<file path="src/design/dips_pkg.sv">
// Shared types and constants for the dual-wheel incremental PID speed controller.
`timescale 1ns / 1ps

package dips_pkg;

    localparam int DATA_W  = 16;
    localparam int GAIN_W  = 16;
    localparam int LIMIT_W = 15;
    localparam int IDX_W   = 3;
    localparam int CFG_W   = 16;

    // pipeline payload widths
    localparam int D1_W   = DATA_W + 1;
    localparam int D2_W   = DATA_W + 2;
    localparam int PP_W   = GAIN_W + 1 + D1_W;
    localparam int PI_W   = GAIN_W + 1 + DATA_W;
    localparam int PD_W   = GAIN_W + 1 + D2_W;
    localparam int PSUM_W = PD_W + 2;
    localparam int ACC_W  = PSUM_W + 1;
    localparam int Q_W    = ACC_W - 8;

    // register indexes
    localparam logic [IDX_W-1:0] REG_LEFT_KP      = 3'd0;
    localparam logic [IDX_W-1:0] REG_LEFT_KI      = 3'd1;
    localparam logic [IDX_W-1:0] REG_LEFT_KD      = 3'd2;
    localparam logic [IDX_W-1:0] REG_RIGHT_KP     = 3'd3;
    localparam logic [IDX_W-1:0] REG_RIGHT_KI     = 3'd4;
    localparam logic [IDX_W-1:0] REG_RIGHT_KD     = 3'd5;
    localparam logic [IDX_W-1:0] REG_OUTPUT_LIMIT = 3'd6;

    // reset values: kp 20.0, ki 2.5, kd 0 in Q8.8
    localparam logic [GAIN_W-1:0]  KP_RESET    = 16'd5120;
    localparam logic [GAIN_W-1:0]  KI_RESET    = 16'd640;
    localparam logic [GAIN_W-1:0]  KD_RESET    = 16'd0;
    localparam logic [LIMIT_W-1:0] LIMIT_RESET = 15'd9900;

    typedef struct packed {
        logic [GAIN_W-1:0] kp;
        logic [GAIN_W-1:0] ki;
        logic [GAIN_W-1:0] kd;
    } gain_set_t;

    typedef struct packed {
        logic s1;
        logic s2;
        logic s3;
        logic s4;
    } stage_en_t;

endpackage

</file>
<file path="src/design/dips_cfg.sv">
// Configuration register file: per-wheel gains and the shared output limit.
`timescale 1ns / 1ps

module dips_cfg
(
    input  logic                            clk,
    input  logic                            rst_n,
    input  logic                            cfg_valid,
    input  logic [dips_pkg::IDX_W-1:0]      cfg_index,
    input  logic [dips_pkg::CFG_W-1:0]      cfg_data,
    output dips_pkg::gain_set_t             left_gains,
    output dips_pkg::gain_set_t             right_gains,
    output logic [dips_pkg::LIMIT_W-1:0]    limit
);

    dips_pkg::gain_set_t              left_reg;
    dips_pkg::gain_set_t              right_reg;
    logic [dips_pkg::LIMIT_W-1:0]     limit_reg;

    always_ff @(posedge clk or negedge rst_n)
    begin
        if (!rst_n)
        begin
            left_reg.kp  <= dips_pkg::KP_RESET;
            left_reg.ki  <= dips_pkg::KI_RESET;
            left_reg.kd  <= dips_pkg::KD_RESET;
            right_reg.kp <= dips_pkg::KP_RESET;
            right_reg.ki <= dips_pkg::KI_RESET;
            right_reg.kd <= dips_pkg::KD_RESET;
            limit_reg    <= dips_pkg::LIMIT_RESET;
        end
        else if (cfg_valid)
        begin
            unique case (cfg_index)
                dips_pkg::REG_LEFT_KP:      left_reg.kp  <= cfg_data;
                dips_pkg::REG_LEFT_KI:      left_reg.ki  <= cfg_data;
                dips_pkg::REG_LEFT_KD:      left_reg.kd  <= cfg_data;
                dips_pkg::REG_RIGHT_KP:     right_reg.kp <= cfg_data;
                dips_pkg::REG_RIGHT_KI:     right_reg.ki <= cfg_data;
                dips_pkg::REG_RIGHT_KD:     right_reg.kd <= cfg_data;
                dips_pkg::REG_OUTPUT_LIMIT: limit_reg    <= cfg_data[dips_pkg::LIMIT_W-1:0];
                default:                    ; // unmapped index, ignored
            endcase
        end
    end

    assign left_gains  = left_reg;
    assign right_gains = right_reg;
    assign limit       = limit_reg;

endmodule

</file>
<file path="config.mk">
export PLATFORM = sky130hd
export DESIGN_NAME = dips_cfg
export DESIGN_NICKNAME = d
export VERILOG_FILES = /design/src/design/dips_pkg.sv /design/src/design/dips_cfg.sv
export SDC_FILE = /design/constraint.sdc
export NUM_CORES = 1
export LEC_CHECK = 0
export ABC_AREA = 1
export BUFFER_PORTS_ARGS = -buffer_cell sky130_fd_sc_hd__buf_2
export CORE_ASPECT_RATIO = 0.6
export CORE_MARGIN = 10
export CORE_UTILIZATION = 50
export CTS_CLUSTER_DIAMETER = 80
export DETAILED_ROUTE_END_ITERATION = 10
export GPL_TIMING_DRIVEN = 0
export PLACE_DENSITY = 0.79
export SYNTH_ARGS = -nofsm -noshare
export SYNTH_HDL_FRONTEND = slang
export SYNTH_SLANG_ARGS = --single-unit
export TNS_END_PERCENT = 100
</file>
<file path="constraint.sdc">
create_clock -name clk -period 1.4 [get_ports clk]
set_input_delay 0.28 -clock clk [delete_from_list [all_inputs] [get_ports clk]]
set_output_delay 0.28 -clock clk [all_outputs]
set_load 0.02 [all_outputs]
</file>
; Word level (Yosys, flattened, before mapping)
; Index checks and enable logic that the tools add are counted.
[word_totals]
reg_bits = 111
latchBits = 0
ramBits = 0
rom_bits = 0
in_bits = 22
out_inout_bits = 111
elab_cells = 21
memories = 0
[classes]
n_addsub = 0
mul = 0
div = 0
magnitude_cmp = 0
eq_ne = 6
n_shift = 0
muxes = 0
n_bitwise = 0
n_reduce_logical = 8
[op_table]
columns = operator, n
row1 = AND reduction 2 bit, 7
row2 = "equality test 3 bit, second input constant", 3
row3 = "equality test 3 x 2 -> 1 bit, second input constant", 2
row4 = "equality test 3 x 1 -> 1 bit, second input constant", 1
row5 = logical NOT 3 bit, 1

; Logic depth before layout (Yosys ltp)
; Gate-level depths: netlist (run 1).
[logic_depth]
depth_word = 2
mapped_depth = 6
depth_no_buf = 5

; Worst setup path before layout (run 1)
; OpenSTA, ideal clock, no wires.
[synth_path]
path_type = input port to flip-flop
start = in cfg_valid
end = reg left_reg, in the netlist left_gains[32]
setup_time_ns = 0.117
arrival_ns = 0.957
required_time_ns = 1.283
path_slack_ns = 0.326
stages = 6
path_buffers = 1
cell_sequence = inv_1 nor2_4 nand2_1 buf_4 nand2_1 nand2_1
[synth_via]
elab_chain_len = 1
[synth_rtl]
columns = item, line_no
row1 = start: declaration, dips_cfg.sv:8  ; input logic cfg_valid,
row2 = AND reduction 2 bit (no line), n/a
row3 = end: declaration, dips_cfg.sv:16  ; dips_pkg::gain_set_t left_reg;
; Every way passes these cells.
; A chain may end at the register's enable or synchronous reset.

; Worst setup path after layout (run 1)
[layout_path]
start = reg left_reg, in the netlist left_gains[42]
end = out left_gains[42] (netlist name)
[layout_rtl]
columns = item, line_no
row1 = end: declaration, dips_cfg.sv:11  ; output dips_pkg::gain_set_t left_gains,
; No word-level cell between the ends.

==> results of run 1 <==
## cells by family after synthesis
kind of cell,synth area share [%]
and+or+nand+nor,33.40
DFF,62.62
buffers and inverters,3.978
## final cells by class
type | count | area (um2)
Clock buffer | 12 | 256.5
Buffer | 21 | 155.1
Multi-Input combinational cell | 352 | 1491
Antenna cell | 1 | 2.502
Timing Repair Buffer | 133 | 690.7
Clock inverter | 4 | 45.04
Fill cell | 714 | 2988
Sequential cell | 111 | 2796
Inverter | 6 | 22.52
Tap cell | 112 | 140.1
## through the flow
stage / util, % / hold slack [ns] / power, mW / TNS, ns / setup slack [ns]
final: 65.21 / 0.007241 / 9.192 / 0 / 0.04235
after global routing: 65.18 / 0.06931 / 9.671 / 0 / 0.01919
after CTS: 65.18 / 0.03170 / 9.276 / 0 / 0.04371
after detailed placement: 61.67 / 0.4057 / 6.664 / -0.1475 / -0.01571
after global placement: 61.32 / 0.4481 / 6.564 / -116.23 / -1.131
after floorplan: - / -0.01559 / 5.579 / 0 / 0.3262
## cell usage in the layout (no fill, tap or decap), types with 2 or more instances in the layout
| master | instances |
|---|---|
| nand2_1 | 275 |
| clkbuf_16 | 9 |
| dfstp_2 | 15 |
| buf_6 | 6 |
| nor2_2 | 3 |
| inv_1 | 3 |
| nand2_2 | 2 |
| nor2_8 | 2 |
| nor2_4 | 2 |
| clkinv_2 | 3 |
| clkbuf_8 | 2 |
| buf_2 | 138 |
| dfrtp_1 | 96 |
| clkbuf_1 | 3 |
| nand2_4 | 4 |
| inv_2 | 3 |
| buf_4 | 7 |
| nand3_1 | 64 |
## power breakdown
| part | switching, mW | total [mW] | internal, mW | leakage (nW) |
|---|---|---|---|---|
| clock network | 1.13 | 2.61 | 1.48 | 0.152 |
| registers | 0.357 | 4.22 | 3.87 | 1.36 |
| logic | 1.63 | 2.36 | 0.726 | 1.75 |
## layer usage
metal | track usage, % | vias up | share of wire (%)
met5 | 0 | - | 0.053
met4 | 4.576 | 2 | 0.88
met3 | 8.990 | 16 | 11
met2 | 30.28 | 158 | 43
met1 | 26.70 | 1828 | 44
li1 | - | 1814 | -
## path summary, 6_finish.rpt
kind	to	slack, ns	cells past startpoint
max	left_gains[42]	0.04	1
min	left_gains[14]	0.007	1
max reg2reg	left_gains[44]	0.67	2
min reg2reg	left_gains[23]	0.46	2
max in group asynchronous	limit[5]	0.61	2
min in group clk	limit[7]	0.23	3
## worst reg2reg max path, cell delays in order (launching register included)
cell,delay (ns)
dfstp_2,0.55
nand2_1,0.06
nand2_1,0.06
==> results.py, run 1 <==
metrics = {
    "sta": {
        "maxSlewViolCount": 0,
        "hold_viol": 0,
        "setup_violations": 0,
        "fin_crit_ns": 1.358,
        "rsz0062_at_grt": "no",
        "fin_crit_sh_pct": 96.97,
        "max-slew-margin-rel_pct": 48.97,
        "worst_pin_slew_ns": 0.7654,
        "finalClockSkew_ns": 0,
        "fmax_mhz": 736.6,
    },
    "clocking": {
        "cts_sinks": 111,
        "ctsResizeCount": 0,
        "cts-root-buf": "clkbuf_16",
        "cts_hold_buf": 0,
        "cts_buffer_depth": 2,
        "htree_levels": 3,
        "clk_latency_ns": 0.35,
        "cts_buffers": 9,
        "clkTransAtPathRegs_ns": 0.07,
        "cts_tree": "yes",
        "cts_setup_buffers": 0,
    },
    "drt": {
        "drt_wl_total_mm": 13.33,
        "viasPerCell": 5.077,
        "ant_nets": 0,
        "dr_total_vias": 3818,
        "drt-initial-drc-count": 260,
        "first_pass_iters": 4,
        "drc": 0,
        "wire_per_inst_um": 17.73,
    },
    "setup_path": {
        "crit_path_top_delay_cell": "dfstp_2",
        "crit_family": "flip-flops",
        "critPathLaunch": "left_gains[42]",
        "crit_type": "reg2out",
        "critPathMaxStageDelay_ns": 0.56,
        "r2r_start": "left_gains[44]",
        "start_kind": "register",
        "cp_num_buf_inv": 1,
        "critical_path.cell_chain": "buf_2",
        "cp.required_ns": 1.12,
        "cp.arrival_ns": 1.08,
        "cp_max_fo": 2,
        "crit_path_end_kind": "output pin",
    },
    "placed_design": {
        "gp_congestion": 0.8376,
        "io_buffers": 132,
        "dp_hpwl_mm": 9.837,
        "placed_area_um2": 5296,
        "dp.cells": 735,
    },
    "logic_synthesis": {
        "synthesis.area_um2": 4466,
        "avgSynthCellArea_um2": 9.113,
        "synth_top_cell_by_area": "dfrtp_1",
        "netlist-cell-type-count": 15,
        "yosysWarnings": 0,
        "synth_top_cells_by_count": "275 x nand2_1, 96 x dfrtp_1, 64 x nand3_1, 15 x dfstp_2, 7 x buf_2",
        "yosysSeqAreaShare_pct": 62.62,
        "yosysTopAreaCellShare_pct": 53.80,
        "synth-edff-count": 0,
        "synth_cells": 490,
        "yosysMostFrequentCell": "nand2_1",
        "syn_nets": 512,
        "synthTopCellsByArea": "dfrtp_1 54%, nand2_1 23%, dfstp_2 8.8%, nand3_1 7.2%, buf_6 1.5%",
        "synth_ff_type": "dfrtp_1",
        "synth-seq-cells": 111,
        "async_flop_share_pct": 100.0,
    },
    "hold_path": {
        "hp-class": "in2async",
    },
    "die": {
        "core_area_um2": 8588,
        "initial_core_util_pct": 52.00,
        "die_h_um": 93.20,
        "io_pins": 133,
        "die_width_um": 142.0,
        "die_area_um2": 13230,
        "rows": 26,
    },
    "power_and_ir_drop": {
        "power.density_nw_per_um2": 1641,
        "leakagePower_nw": 3.267,
        "ir_drop_mv": 0.9516,
    },
    "grt": {
        "grt_usage_pct": 20.31,
        "grt_pass1_vias": 3848,
        "antenna_found_initial": 2,
        "grt_max_degree": 61,
        "grt_remaining_overflow": 0,
        "grt_pass1_wl_mm": 21.08,
    },
    "finish": {
        "nNetsFinal": 656,
        "final_cells": 752,
        "area_delta_synth_final_pct": 25.41,
        "stdcell_area_um2": 5600,
        "drive_gt1_share_pct": 30.99,
    },
    "job": {
        "drv_cap": 0,
    },
    "run_status": {
        "outcome": "finished clean",
    },
}
Power figures use the tool's default switching activity.
==> run 2: changes to the inputs <==
ABC_AREA = unset   (was 1)
==> run 2 against run 1 <==
The flow now finishes with violations (hold timing). Synthesized area shrank 4.0%. Total power rose by 6.1%. Sequential power rose by 3%. Final area fell by 0.67%. Critical path type unchanged. Critical endpoint is now left_gains[23].
==> results.py, run 2 <==
metrics = {
    "run_status": {
        "outcome": "complete, but fails checks",
        "violations": "hold timing",
    },
    "drt": {
        "first_pass_iters": 4,
        "drt-initial-drc-count": 87,
        "viasPerCell": 5.094,
        "dr_total_vias": 2557,
        "drc": 0,
        "drt_wl_total_mm": 10.53,
        "ant_nets": 0,
        "wire_per_inst_um": 20.97,
    },
    "sta": {
        "fin_crit_sh_pct": 94.30,
        "maxSlewViolCount": 0,
        "hold_viol": 4,
        "fmax_mhz": 757.5,
        "holdWs_ns": -0.005819,
        "setup_violations": 0,
        "max-slew-margin-rel_pct": 51.74,
        "rsz0062_at_grt": "no",
        "final.setup.tns_ns": 0,
        "fin_crit_ns": 1.320,
        "worst_pin_slew_ns": 0.7239,
        "finalClockSkew_ns": 0,
    },
    "grt": {
        "grt_pass1_wl_mm": 16.68,
        "grt_remaining_overflow": 0,
        "grt_max_degree": 59,
        "antenna_found_initial": 0,
        "grt_usage_pct": 16.41,
        "grt_pass1_vias": 2880,
    },
    "die": {
        "die_width_um": 139.5,
        "die_area_um2": 12800,
        "rows": 26,
        "io_pins": 133,
        "core_area_um2": 8426,
        "initial_core_util_pct": 50.88,
        "die_h_um": 91.72,
    },
    "clocking": {
        "cts_buffer_depth": 2,
        "cts_hold_buf": 0,
        "htree_levels": 3,
        "cts_sinks": 111,
        "cts-root-buf": "clkbuf_16",
        "cts_buffers": 9,
        "cts_tree": "yes",
        "clkTransAtPathRegs_ns": 0.07,
        "clk_latency_ns": 0.34,
    },
    "logic_synthesis": {
        "synth-edff-count": 0,
        "synth.area.mux_share_pct": 30.04,
        "synth_top_cell_by_area": "dfrtp_1",
        "synth_top_family_by_area": "multiplexers",
        "avgSynthCellArea_um2": 17.64,
        "yosysTopAreaCellShare_pct": 56.04,
        "synth_top_cells_by_count": "100 x mux2_2, 96 x dfrtp_1, 15 x dfstp_2, 10 x mux2_4, 8 x buf_2",
        "yosysWarnings": 0,
        "syn_nets": 265,
        "synth_compound_area_share_pct": 0,
        "synthXorXnorAreaFrac_pct": 0,
        "yosysMostFrequentCell": "mux2_2",
        "yosysSeqAreaShare_pct": 65.24,
        "async_flop_share_pct": 100.0,
        "synth-seq-cells": 111,
        "synth_simple_gate_area_share_pct": 2.306,
        "synth_fa_ha_area_share_pct": 0,
        "synth_ff_type": "dfrtp_1",
        "synthTopCellsByArea": "dfrtp_1 56%, mux2_2 26%, dfstp_2 9.2%, mux2_4 3.5%, buf_6 1.3%",
        "synthesis.area_um2": 4287,
        "synth_cells": 243,
        "netlist-cell-type-count": 11,
    },
    "finish": {
        "area_delta_synth_final_pct": 29.77,
        "stdcell_area_um2": 5563,
        "layout.cells.most_common": "buf_2",
        "antenna_cells": 0,
        "drive_gt1_share_pct": 74.36,
        "nNetsFinal": 407,
        "final_cells": 502,
        "mostFrequentLayoutCells": "130 x buf_2, 96 x dfrtp_1, 75 x mux2_2",
    },
    "setup_path": {
        "crit_type": "reg2out",
        "crit_path_end_kind": "output pin",
        "cp_max_fo": 2,
        "critical_path.cell_chain": "buf_2",
        "crit_family": "flip-flops",
        "cp_num_buf_inv": 1,
        "start_kind": "register",
        "cp.arrival_ns": 1.04,
        "crit_path_top_delay_cell": "dfstp_2",
        "critPathMaxStageDelay_ns": 0.54,
        "cp.required_ns": 1.12,
    },
    "hold_path": {
        "hp-class": "in2async",
    },
    "power_and_ir_drop": {
        "power_mw": 9.750,
        "ir_drop_mv": 1.126,
        "leakagePower_nw": 2.704,
        "power.density_nw_per_um2": 1753,
    },
    "placed_design": {
        "gp_congestion": 0.7393,
        "io_buffers": 128,
        "dp.cells": 484,
        "placed_area_um2": 5238,
        "dp_hpwl_mm": 7.821,
    },
    "job": {
        "drv_cap": 0,
    },
}
run 2: cell type report:
type / instances / area [um2]
Buffer: 14 / 146.4
Clock buffer: 13 / 270.3
Clock inverter: 3 / 40.04
Fill cell: 611 / 2863
Multi-Input combinational cell: 118 / 1484
Sequential cell: 111 / 2796
Tap cell: 112 / 140.1
Timing Repair Buffer: 131 / 685.7
run 2: power breakdown:
part	switching [mW]	internal, mW
registers	0.378	3.98
clock network	1.07	1.53
logic	1.60	1.19
total	3.05	6.70
run 2: metal layers:
layer / up-vias / GRT usage, % / share of wire [%]
met5: - / 0 / 0
met4: 0 / 3.767 / 0.93
met3: 11 / 8.239 / 9.4
met2: 88 / 24.22 / 44
met1: 1306 / 21.27 / 46
li1: 1152 / - / -
run 2: cell families (layout without fill, tap and decap cells):
logic type | after synthesis | after routing
buffers and inverters | 14 | 161
DFF | 111 | 111
muxes | 111 | 111
and+or+nand+nor | 7 | 7
run 2: what timing repair did:
action	CTS	global route
setup buffers	0	2
gates resized for setup	0	0
endpoints found under the setup margin	0	10
run 2: metrics by stage:
step	util, %	hold slack, ns	setup slack, ns
6_report	66.02	-0.005819	0.07978
5_1_grt	66.02	0.03460	0.03737
4_1_cts	65.85	0.01687	0.005193
3_5_place_dp	62.16	0.3810	-0.3594
3_3_place_gp	61.81	0.4809	-1.109
2_1_floorplan	-	-0.01559	-0.08732
run 2: final timing paths:
path / startpoint / end / slack [ns] / depth (start not counted)
worst max-delay path: left_gains[23] / left_gains[23] / 0.08 / 1
worst min-delay path: rst_n / left_gains[32] / -0.006 / 1
worst max register to register: limit[8] / limit[8] / 0.60 / 1
worst min register to register: right_gains[2] / right_gains[2] / 0.50 / 1
max in group asynchronous: rst_n / right_gains[42] / 0.65 / 2
min in group clk: cfg_data[15] / left_gains[47] / 0.25 / 2
