File: src/design/dips_pkg.sv
// Shared types and constants for the dual-wheel incremental PID speed controller.
`timescale 1ns / 1ps

package dips_pkg;

    localparam int DATA_W  = 16;
    localparam int GAIN_W  = 16;
    localparam int LIMIT_W = 15;
    localparam int IDX_W   = 3;
    localparam int CFG_W   = 16;

    // pipeline payload widths
    localparam int D1_W   = DATA_W + 1;
    localparam int D2_W   = DATA_W + 2;
    localparam int PP_W   = GAIN_W + 1 + D1_W;
    localparam int PI_W   = GAIN_W + 1 + DATA_W;
    localparam int PD_W   = GAIN_W + 1 + D2_W;
    localparam int PSUM_W = PD_W + 2;
    localparam int ACC_W  = PSUM_W + 1;
    localparam int Q_W    = ACC_W - 8;

    // register indexes
    localparam logic [IDX_W-1:0] REG_LEFT_KP      = 3'd0;
    localparam logic [IDX_W-1:0] REG_LEFT_KI      = 3'd1;
    localparam logic [IDX_W-1:0] REG_LEFT_KD      = 3'd2;
    localparam logic [IDX_W-1:0] REG_RIGHT_KP     = 3'd3;
    localparam logic [IDX_W-1:0] REG_RIGHT_KI     = 3'd4;
    localparam logic [IDX_W-1:0] REG_RIGHT_KD     = 3'd5;
    localparam logic [IDX_W-1:0] REG_OUTPUT_LIMIT = 3'd6;

    // reset values: kp 20.0, ki 2.5, kd 0 in Q8.8
    localparam logic [GAIN_W-1:0]  KP_RESET    = 16'd5120;
    localparam logic [GAIN_W-1:0]  KI_RESET    = 16'd640;
    localparam logic [GAIN_W-1:0]  KD_RESET    = 16'd0;
    localparam logic [LIMIT_W-1:0] LIMIT_RESET = 15'd9900;

    typedef struct packed {
        logic [GAIN_W-1:0] kp;
        logic [GAIN_W-1:0] ki;
        logic [GAIN_W-1:0] kd;
    } gain_set_t;

    typedef struct packed {
        logic s1;
        logic s2;
        logic s3;
        logic s4;
    } stage_en_t;

endpackage

File: src/design/dips_lane.sv
// One wheel lane: error history, gain multiplies, sum, and drive accumulator update.
`timescale 1ns / 1ps

module dips_lane
(
    input  logic                                    clk,
    input  logic                                    rst_n,
    input  dips_pkg::stage_en_t                     en,
    input  logic signed [dips_pkg::DATA_W-1:0]      target,
    input  logic signed [dips_pkg::DATA_W-1:0]      count,
    input  dips_pkg::gain_set_t                     gains,
    input  logic [dips_pkg::LIMIT_W-1:0]            limit,
    output logic signed [dips_pkg::DATA_W-1:0]      drive
);

    // stage 1: error and differences
    logic signed [dips_pkg::DATA_W:0]     diff;
    logic signed [dips_pkg::DATA_W-1:0]   err_next;
    logic signed [dips_pkg::D1_W-1:0]     d1_next;
    logic signed [dips_pkg::D2_W-1:0]     d2_next;
    logic signed [dips_pkg::DATA_W-1:0]   last_err_reg;
    logic signed [dips_pkg::DATA_W-1:0]   older_err_reg;
    logic signed [dips_pkg::DATA_W-1:0]   err_reg;
    logic signed [dips_pkg::D1_W-1:0]     d1_reg;
    logic signed [dips_pkg::D2_W-1:0]     d2_reg;

    // stage 2: products
    logic signed [dips_pkg::GAIN_W:0]     kp_s;
    logic signed [dips_pkg::GAIN_W:0]     ki_s;
    logic signed [dips_pkg::GAIN_W:0]     kd_s;
    logic signed [dips_pkg::PP_W-1:0]     prod_p_next;
    logic signed [dips_pkg::PI_W-1:0]     prod_i_next;
    logic signed [dips_pkg::PD_W-1:0]     prod_d_next;
    logic signed [dips_pkg::PP_W-1:0]     prod_p_reg;
    logic signed [dips_pkg::PI_W-1:0]     prod_i_reg;
    logic signed [dips_pkg::PD_W-1:0]     prod_d_reg;

    // stage 3: sum of products
    logic signed [dips_pkg::PSUM_W-1:0]   psum_next;
    logic signed [dips_pkg::PSUM_W-1:0]   psum_reg;

    // stage 4: accumulate, truncate toward zero, clamp
    logic signed [dips_pkg::ACC_W-1:0]    acc;
    logic signed [dips_pkg::Q_W-1:0]      q;
    logic signed [dips_pkg::Q_W-1:0]      lim_s;
    logic signed [dips_pkg::Q_W-1:0]      q_clamped;
    logic signed [dips_pkg::DATA_W-1:0]   drive_next;
    logic signed [dips_pkg::DATA_W-1:0]   drive_reg;

    always_comb
    begin
        diff = {target[dips_pkg::DATA_W-1], target} - {count[dips_pkg::DATA_W-1], count};
        unique case (diff[dips_pkg::DATA_W:dips_pkg::DATA_W-1])
            2'b01:   err_next = {1'b0, {(dips_pkg::DATA_W-1){1'b1}}};
            2'b10:   err_next = {1'b1, {(dips_pkg::DATA_W-1){1'b0}}};
            default: err_next = diff[dips_pkg::DATA_W-1:0];
        endcase
        d1_next = {err_next[dips_pkg::DATA_W-1], err_next}
                - {last_err_reg[dips_pkg::DATA_W-1], last_err_reg};
        d2_next = {{2{err_next[dips_pkg::DATA_W-1]}}, err_next}
                - {last_err_reg[dips_pkg::DATA_W-1], last_err_reg, 1'b0}
                + {{2{older_err_reg[dips_pkg::DATA_W-1]}}, older_err_reg};
    end

    always_ff @(posedge clk or negedge rst_n)
    begin
        if (!rst_n)
        begin
            last_err_reg  <= '0;
            older_err_reg <= '0;
        end
        else if (en.s1)
        begin
            last_err_reg  <= err_next;
            older_err_reg <= last_err_reg;
        end
    end

    always_ff @(posedge clk)
    begin
        if (en.s1)
        begin
            err_reg <= err_next;
            d1_reg  <= d1_next;
            d2_reg  <= d2_next;
        end
    end

    always_comb
    begin
        kp_s        = {1'b0, gains.kp};
        ki_s        = {1'b0, gains.ki};
        kd_s        = {1'b0, gains.kd};
        prod_p_next = kp_s * d1_reg;
        prod_i_next = ki_s * err_reg;
        prod_d_next = kd_s * d2_reg;
    end

    always_ff @(posedge clk)
    begin
        if (en.s2)
        begin
            prod_p_reg <= prod_p_next;
            prod_i_reg <= prod_i_next;
            prod_d_reg <= prod_d_next;
        end
    end

    assign psum_next = dips_pkg::PSUM_W'(prod_p_reg) + dips_pkg::PSUM_W'(prod_i_reg)
                     + dips_pkg::PSUM_W'(prod_d_reg);

    always_ff @(posedge clk)
    begin
        if (en.s3)
        begin
            psum_reg <= psum_next;
        end
    end

    always_comb
    begin
        acc = {{(dips_pkg::ACC_W-dips_pkg::DATA_W-8){drive_reg[dips_pkg::DATA_W-1]}},
               drive_reg, 8'h00}
            + {psum_reg[dips_pkg::PSUM_W-1], psum_reg};
        // floor shift, then bump toward zero when negative with a remainder
        q = acc[dips_pkg::ACC_W-1:8]
          + dips_pkg::Q_W'(acc[dips_pkg::ACC_W-1] && (psum_reg[7:0] != 8'h00));
        lim_s = {{(dips_pkg::Q_W-dips_pkg::LIMIT_W){1'b0}}, limit};
        priority if (q > lim_s)
            q_clamped = lim_s;
        else if (q < -lim_s)
            q_clamped = -lim_s;
        else
            q_clamped = q;
        drive_next = q_clamped[dips_pkg::DATA_W-1:0];
    end

    always_ff @(posedge clk or negedge rst_n)
    begin
        if (!rst_n)
        begin
            drive_reg <= '0;
        end
        else if (en.s4)
        begin
            drive_reg <= drive_next;
        end
    end

    assign drive = drive_reg;

endmodule

File: config.mk
export PLATFORM = sky130hd
export DESIGN_NAME = dips_lane
export DESIGN_NICKNAME = d
export VERILOG_FILES = /design/src/design/dips_pkg.sv /design/src/design/dips_lane.sv
export SDC_FILE = /design/constraint.sdc
export NUM_CORES = 2
export LEC_CHECK = 0
export ABC_CLOCK_PERIOD_IN_PS = 7500
export BUFFER_PORTS_ARGS = -buffer_cell sky130_fd_sc_hd__buf_4
export CORE_UTILIZATION = 25
export CTS_CLUSTER_SIZE = 24
export DETAILED_ROUTE_END_ITERATION = 10
export GPL_TIMING_DRIVEN = 0
export PLACE_DENSITY = 0.46
export SLEW_MARGIN = 40
export SYNTH_ARGS = -nofsm -noshare
export SYNTH_HDL_FRONTEND = slang
export SYNTH_SLANG_ARGS = --single-unit
File: constraint.sdc
create_clock -name clk -period 7.5 [get_ports clk]
set_clock_uncertainty 0.2 [all_clocks]
set_input_delay 1.125 -clock clk [delete_from_list [all_inputs] [get_ports clk]]
set_output_delay 1.125 -clock clk [all_outputs]
set_load 0.005 [all_outputs]
; Yosys cells after proc, flatten, opt, wreduce, memory -nomap -nowiden
; Index checks and enable logic that the tools add are counted.
[word_totals]
ff_bits = 237
in_bits = 101
[classes]
addsub = 9
n_mul = 3
magnitude_cmp = 2
n_eq_ne = 2
muxes = 3
reduce_logical = 2
[ops]
columns = operator, n
row1 = $add 24x36->37, 1
row2 = $add 35x35->36, 1
row3 = $add 34x33->35, 1
row4 = $mul 17x18->35, 1
row5 = $mul 17x17->34, 1
row6 = $sub 16x16->17, 2
row7 = $mul 17x16->33, 1
row8 = $mux 16, 2
row9 = $pmux 16 s2, 1
row10 = $add 30x1->30, 1
row11 = $gt 30x16->1, 1
row12 = $lt 30x30->1, 1
row13 = $neg 15->30, 1
row14 = $add 18x18->18, 1
row15 = $sub 16x17->18, 1
row16 = $reduce_bool 8->1, 1
row17 = $eq 2x1->1 const B, 1
row18 = $eq 2x2->1 const B, 1
row19 = $logic_and 1x1->1, 1

; Logic depth before layout (Yosys ltp)
[logic_depth]
ltp_word = 6
mapped_depth = 38
ltp_nobuf = 37

; Worst setup path before layout
; Ideal clock, no wire load.
[synth_path]
kind = in2reg
start = input port target[0] (netlist name)
end = register d2_reg[17] (netlist name) (data pin)
setup_time_ns = 0.260
t_arrival_ns = 7.233
t_required_ns = 7.040
setup_slack_ns = -0.193
path_stages = 37
path_cell_list = inv_1 ha_1 inv_1 fa_1 a21o_1 a21oi_1 o21ai_0 a21oi_1 o21ai_0 a21oi_1 o21bai_1 a21oi_1 o21ai_0 a31o_2 nand2_1 a31o_2 ha_1 clkbuf_1 clkbuf_1 a21oi_1 inv_1 fa_1 inv_1 ha_1 o21a_1 o21a_1 o21ai_0 a21boi_0 o21ai_0 a21boi_0 o21ai_0 a21boi_0 o2111ai_1 a31oi_1 a21oi_1 o21bai_1 xnor2_1
[synth_via]
elab_chain_cells = 5
word_cells_on_any_way = 6
classes_between = 3 x add/sub / 2 x eq/ne / 1 x mux
[synth_rtl]
columns = item, line
row1 = from (decl), dips_lane.sv:9  ; input logic signed [dips_pkg::DATA_W-1:0] target,
row2 = $sub 16x16->17 (*), dips_lane.sv:52  ; diff = {target[dips_pkg::DATA_W-1], target} - {count[dips_pkg::DATA_W-1], count};
row3 = $eq 2x2->1 or $eq 2x1->1 (tied branches), dips_lane.sv:53  ; unique case (diff[dips_pkg::DATA_W:dips_pkg::DATA_W-1])
row4 = $pmux 16 s2 (*), dips_lane.sv:53
row5 = "net err_next, one bit", dips_lane.sv:18  ; logic signed [dips_pkg::DATA_W-1:0] err_next;
row6 = $sub 16x17->18 (*), dips_lane.sv:61  ; - {last_err_reg[dips_pkg::DATA_W-1], last_err_reg, 1'b0}
row7 = $add 18x18->18 (*), dips_lane.sv:62  ; + {{2{older_err_reg[dips_pkg::DATA_W-1]}}, older_err_reg};
row8 = "net d2_next, one bit", dips_lane.sv:20  ; logic signed [dips_pkg::D2_W-1:0] d2_next;
row9 = to (signal assigned), dips_lane.sv:85  ; d2_reg <= d2_next;
row10 = to (decl), dips_lane.sv:25  ; logic signed [dips_pkg::D2_W-1:0] d2_reg;
; Mark *: on every way through the listed nets, which the timed path passes. The rest lies on a longest branch.
; A chain may end at the register's enable or synchronous reset.

; Worst setup path in the final report
[layout_path]
start = register psum_reg[8] (netlist name)
end = register drive_reg, in the netlist drive[9]
[layout_via]
elab_chain_cells = 6
word_cells_on_any_way = 7
classes_between = 2 x add/sub / 2 x order compare / 2 x mux / 1 x reduce/logical
[layout_rtl]
columns = item, line
row1 = from (decl), dips_lane.sv:40  ; logic signed [dips_pkg::PSUM_W-1:0] psum_reg;
row2 = from (signal assigned), dips_lane.sv:116  ; psum_reg <= psum_next;
row3 = $add 24x36->37 (*), dips_lane.sv:124  ; + {psum_reg[dips_pkg::PSUM_W-1], psum_reg};
row4 = $logic_and 1x1->1, dips_lane.sv:127  ; + dips_pkg::Q_W'(acc[dips_pkg::ACC_W-1] && (psum_reg[7:0] != 8'h00));
row5 = $add 30x1->30 (*), dips_lane.sv:127
row6 = $lt 30x30->1, dips_lane.sv:131  ; else if (q < -lim_s)
row7 = $mux 16, dips_lane.sv:131
row8 = $mux 16 (*), dips_lane.sv:129  ; priority if (q > lim_s)
row9 = to (signal assigned), dips_lane.sv:146  ; drive_reg <= drive_next;
row10 = to (decl), dips_lane.sv:48  ; logic signed [dips_pkg::DATA_W-1:0] drive_reg;
; Every way passes the cells marked *; elsewhere a longest branch is shown, timed or not.

==> results.yml <==
routing:
  highest_metal_layer_used_by_the_detailed_router: "met5"
  detail_route.drc_violations: 0
  drtPass1Iterations: 5
  routed_via_density: 4.40
  m1WireLength_um: 56600
  antenna_left: 0
  wire_per_inst_um: 17.1
  finalWirelength_um: 127000
  met3_wirelength_um: 4830
  drt_iter0_drc: 1823
  routed-wl-met2_um: 62000
  vias: 32700
placed_design:
  place.detailed.hpwl_um: 109000
  gp_congestion: 0.865
  port-buffer-count: 108
  placed_area_um2: 49000
sta:
  setup_viol: 0
  worst_slew_margin_rel_pct: 43.0
  tightest_slew_ns: 0.850
  final_hold_viol_count: 0
  rsz0062_at_grt: "yes"
  final_min_period_over_clock_period_pct: 98.1
  timing_limited_maximum_frequency_mhz: 136
  finalWorstPathRequiredPeriod_ns: 7.36
  report.final.slew_viol_count: 0
critical_path:
  crit_arrival_ns: 7.60
  path_max_fanout: 6
  critical_path.max_stage_delay_ns: 0.43
  cp_data_required_time_ns: 7.74
  slowest_stage_cell_crit_path: "sky130_fd_sc_hd__edfxtp_1"
  timing.critical_path.mode_cell: "sky130_fd_sc_hd__o21ai_1"
  critPathKind: "flip-flop to flip-flop"
  setup.worst_path.start_class: "flip-flop"
  end_kind: "flip-flop"
synthesis:
  synth.top_cell.area_share_pct: 33.3
  ys_seq_elements: 237
  syn_area_per_cell_um2: 9.31
  synth.distinct_cells: 84
  ys_seq_area_share_pct: 15.2
  synth-edff-count: 189
  postSynth.topFlopCell: "sky130_fd_sc_hd__edfxtp_1"
  synthesis.nets: 6207
  synthArstFlopShare_pct: 20.3
  synthesis.area_um2: 45200
  yosysWarnings: 0
  postSynthCellCount: 4856
  synthDominantAreaCellType: "sky130_fd_sc_hd__fa_1"
  synth_top_cells_by_area: "sky130_fd_sc_hd__fa_1, sky130_fd_sc_hd__ha_1, sky130_fd_sc_hd__edfxtp_1"
floorplanning:
  num_io_pins: 117
  core_area_um2: 179000
  die_height_um: 427
  area_of_the_die_um2: 183000
  rows: 155
  initial_utilization_pct: 25.3
  die_x_extent_um: 427
global_route:
  grt_antenna_before_repair: 10
  gr-total-overflow: 0
  via_count_of_the_first_global_routing_pass: 34000
  grt_pass1_wl_um: 198000
  track_usage_pct: 14.1
  pin_count_of_the_biggest_net_entering_global_routing: 103
final_layout:
  largest_register_ff_count: 36
  layout.filler_cells: 18900
  drive_gt1_share_pct: 9.10
  stdcell_area_um2: 51400
  finalNetCount: 6404
  area_growth_pct: 13.7
clocking:
  clkSlewWorstSetupHoldPaths_ns: 0.06
  cts-htree-levels: 1
  cts-buffers-inserted: 29
  tritoncts_clock_tree: "done"
  clock_latency_at_the_later_pin_of_the_worst_skew_pair_ns: 0.60
  ctsRootBufferMaster: "sky130_fd_sc_hd__clkbuf_16"
  post_cts_hold_buffer_count: 0
  cts.path.max_buffers: 3
  cts.sink_count: 237
job:
  maxCapViolCount: 0
worst_hold_path:
  timing.hold.worst.class: "input pin to async pin"
run_status:
  status: "complete, no violations"
==> cells in the mapped netlist (13+ instances only) <==
library cell	count
sky130_fd_sc_hd__a21boi_0	24
sky130_fd_sc_hd__a21o_1	72
sky130_fd_sc_hd__a21oi_1	166
sky130_fd_sc_hd__a31oi_1	14
sky130_fd_sc_hd__and2_1	379
sky130_fd_sc_hd__and3_1	17
sky130_fd_sc_hd__clkbuf_1	127
sky130_fd_sc_hd__dfrtp_1	48
sky130_fd_sc_hd__edfxtp_1	189
sky130_fd_sc_hd__fa_1	751
sky130_fd_sc_hd__ha_1	499
sky130_fd_sc_hd__inv_1	1048
sky130_fd_sc_hd__mux2_2	17
sky130_fd_sc_hd__nand2_1	551
sky130_fd_sc_hd__nand2b_1	40
sky130_fd_sc_hd__nand3_1	59
sky130_fd_sc_hd__nand4_1	23
sky130_fd_sc_hd__nor2_1	173
sky130_fd_sc_hd__nor2b_1	39
sky130_fd_sc_hd__nor3_1	39
sky130_fd_sc_hd__nor4_1	13
sky130_fd_sc_hd__o21a_1	31
sky130_fd_sc_hd__o21ai_0	119
sky130_fd_sc_hd__o21bai_1	18
sky130_fd_sc_hd__o311ai_1	13
sky130_fd_sc_hd__or3_1	13
sky130_fd_sc_hd__xnor2_1	154
sky130_fd_sc_hd__xor2_1	47
==> logic make-up (layout without fill, tap and decap cells) <==
| group | Yosys count | count (layout) | synth area share [%] |
|---|---|---|---|
| other | 0 | 2 | 0 |
| and+or+nand+nor | 1384 | 1384 | 15.1 |
| AOI/OAI and AO/OA | 569 | 569 | 8.19 |
| DFF | 237 | 237 | 15.2 |
| adders and majority gates | 1250 | 1250 | 47.1 |
| muxes | 27 | 27 | 0.645 |
| xor gates and xnor gates | 201 | 201 | 3.89 |
| buffers and inverters | 1188 | 1408 | 9.92 |
==> routing by layer <==
layer / vias up / global-route usage, %
met5: - / 0
met4: 8 / 3.92
met1: 16300 / 18.4
met3: 135 / 1.51
met2: 571 / 24.3
li1: 15600 / -
==> area by class of cell <==
class | instances | area [um2] | area share (%)
repair buffers | 180 | 1420 | 2.77
flip-flops and latches | 237 | 6880 | 13.4
clock buffers | 34 | 744 | 1.45
diodes | 2 | 5.00 | 0.00973
clock inverters | 20 | 255 | 0.496
well taps | 2355 | 2950 | 5.73
plain buffers | 124 | 659 | 1.28
inverters | 1050 | 3950 | 7.67
multi-input cells | 3431 | 34600 | 67.2
==> worst max-delay path, delay by kind of cell (launching register included) <==
kind                     cells  cell delay (ns)
AO/OA/AOI/OAI               18             3.56
XOR/XNOR                     1             0.32
adder cells (fa/ha/maj)      4             1.05
buffers and inverters        4             0.54
flip-flops                   1             0.43
AND/OR/NAND/NOR              8             1.10
==> final timing paths <==
check | endpoint | slack, ns | from | cells past startpoint
hold reg to reg | older_err_reg[2] | 0.29 | last_err_reg[2] | 2
hold / removal | drive[5] | 0.21 | rst_n | 1
min in group clk | older_err_reg[2] | 0.29 | last_err_reg[2] | 2
max in group asynchronous | older_err_reg[10] | 6.38 | rst_n | 2
setup / recovery | drive[9] | 0.14 | psum_reg[8] | 35
setup reg to reg | drive[9] | 0.14 | psum_reg[8] | 35
==> cell usage in the layout (no fill, tap or decap), types with 54 or more instances in the layout <==
| master | count |
|---|---|
| sky130_fd_sc_hd__fa_1 | 750 |
| sky130_fd_sc_hd__nand3_1 | 54 |
| sky130_fd_sc_hd__inv_1 | 1046 |
| sky130_fd_sc_hd__and2_1 | 378 |
| sky130_fd_sc_hd__a21oi_1 | 149 |
| sky130_fd_sc_hd__ha_1 | 490 |
| sky130_fd_sc_hd__buf_4 | 179 |
| sky130_fd_sc_hd__a21o_1 | 70 |
| sky130_fd_sc_hd__edfxtp_1 | 189 |
| sky130_fd_sc_hd__xnor2_1 | 150 |
| sky130_fd_sc_hd__nand2_1 | 550 |
| sky130_fd_sc_hd__o21ai_0 | 91 |
| sky130_fd_sc_hd__nor2_1 | 171 |
==> metrics by stage <==
stage / hold slack (ns) / std cells / util, % / setup TNS, ns / setup slack (ns)
after floorplan: 0.250 / 4856 / - / -0.0852 / -0.0482
after global placement: 0.255 / 7319 / 27.4 / -64.06 / -1.69
after detailed placement: 0.266 / 7319 / 27.4 / -67.35 / -1.77
after CTS: 0.285 / 7388 / 28.2 / 0 / 0.00539
after global routing: 0.192 / 7432 / 28.7 / -4.35 / -0.286
final: 0.206 / 7433 / 28.7 / 0 / 0.140
==> what timing repair did <==
action,4_1_cts,5_1_grt
gates cloned,0,2
gates resized for setup,136,191
setup endpoints to repair,53,47
buffers inserted,22,46
pin swaps,28,53
Power is left out: the tool's default activity adds up to more than one toggle a clock period on the data nets, which glitch-free logic cannot reach.
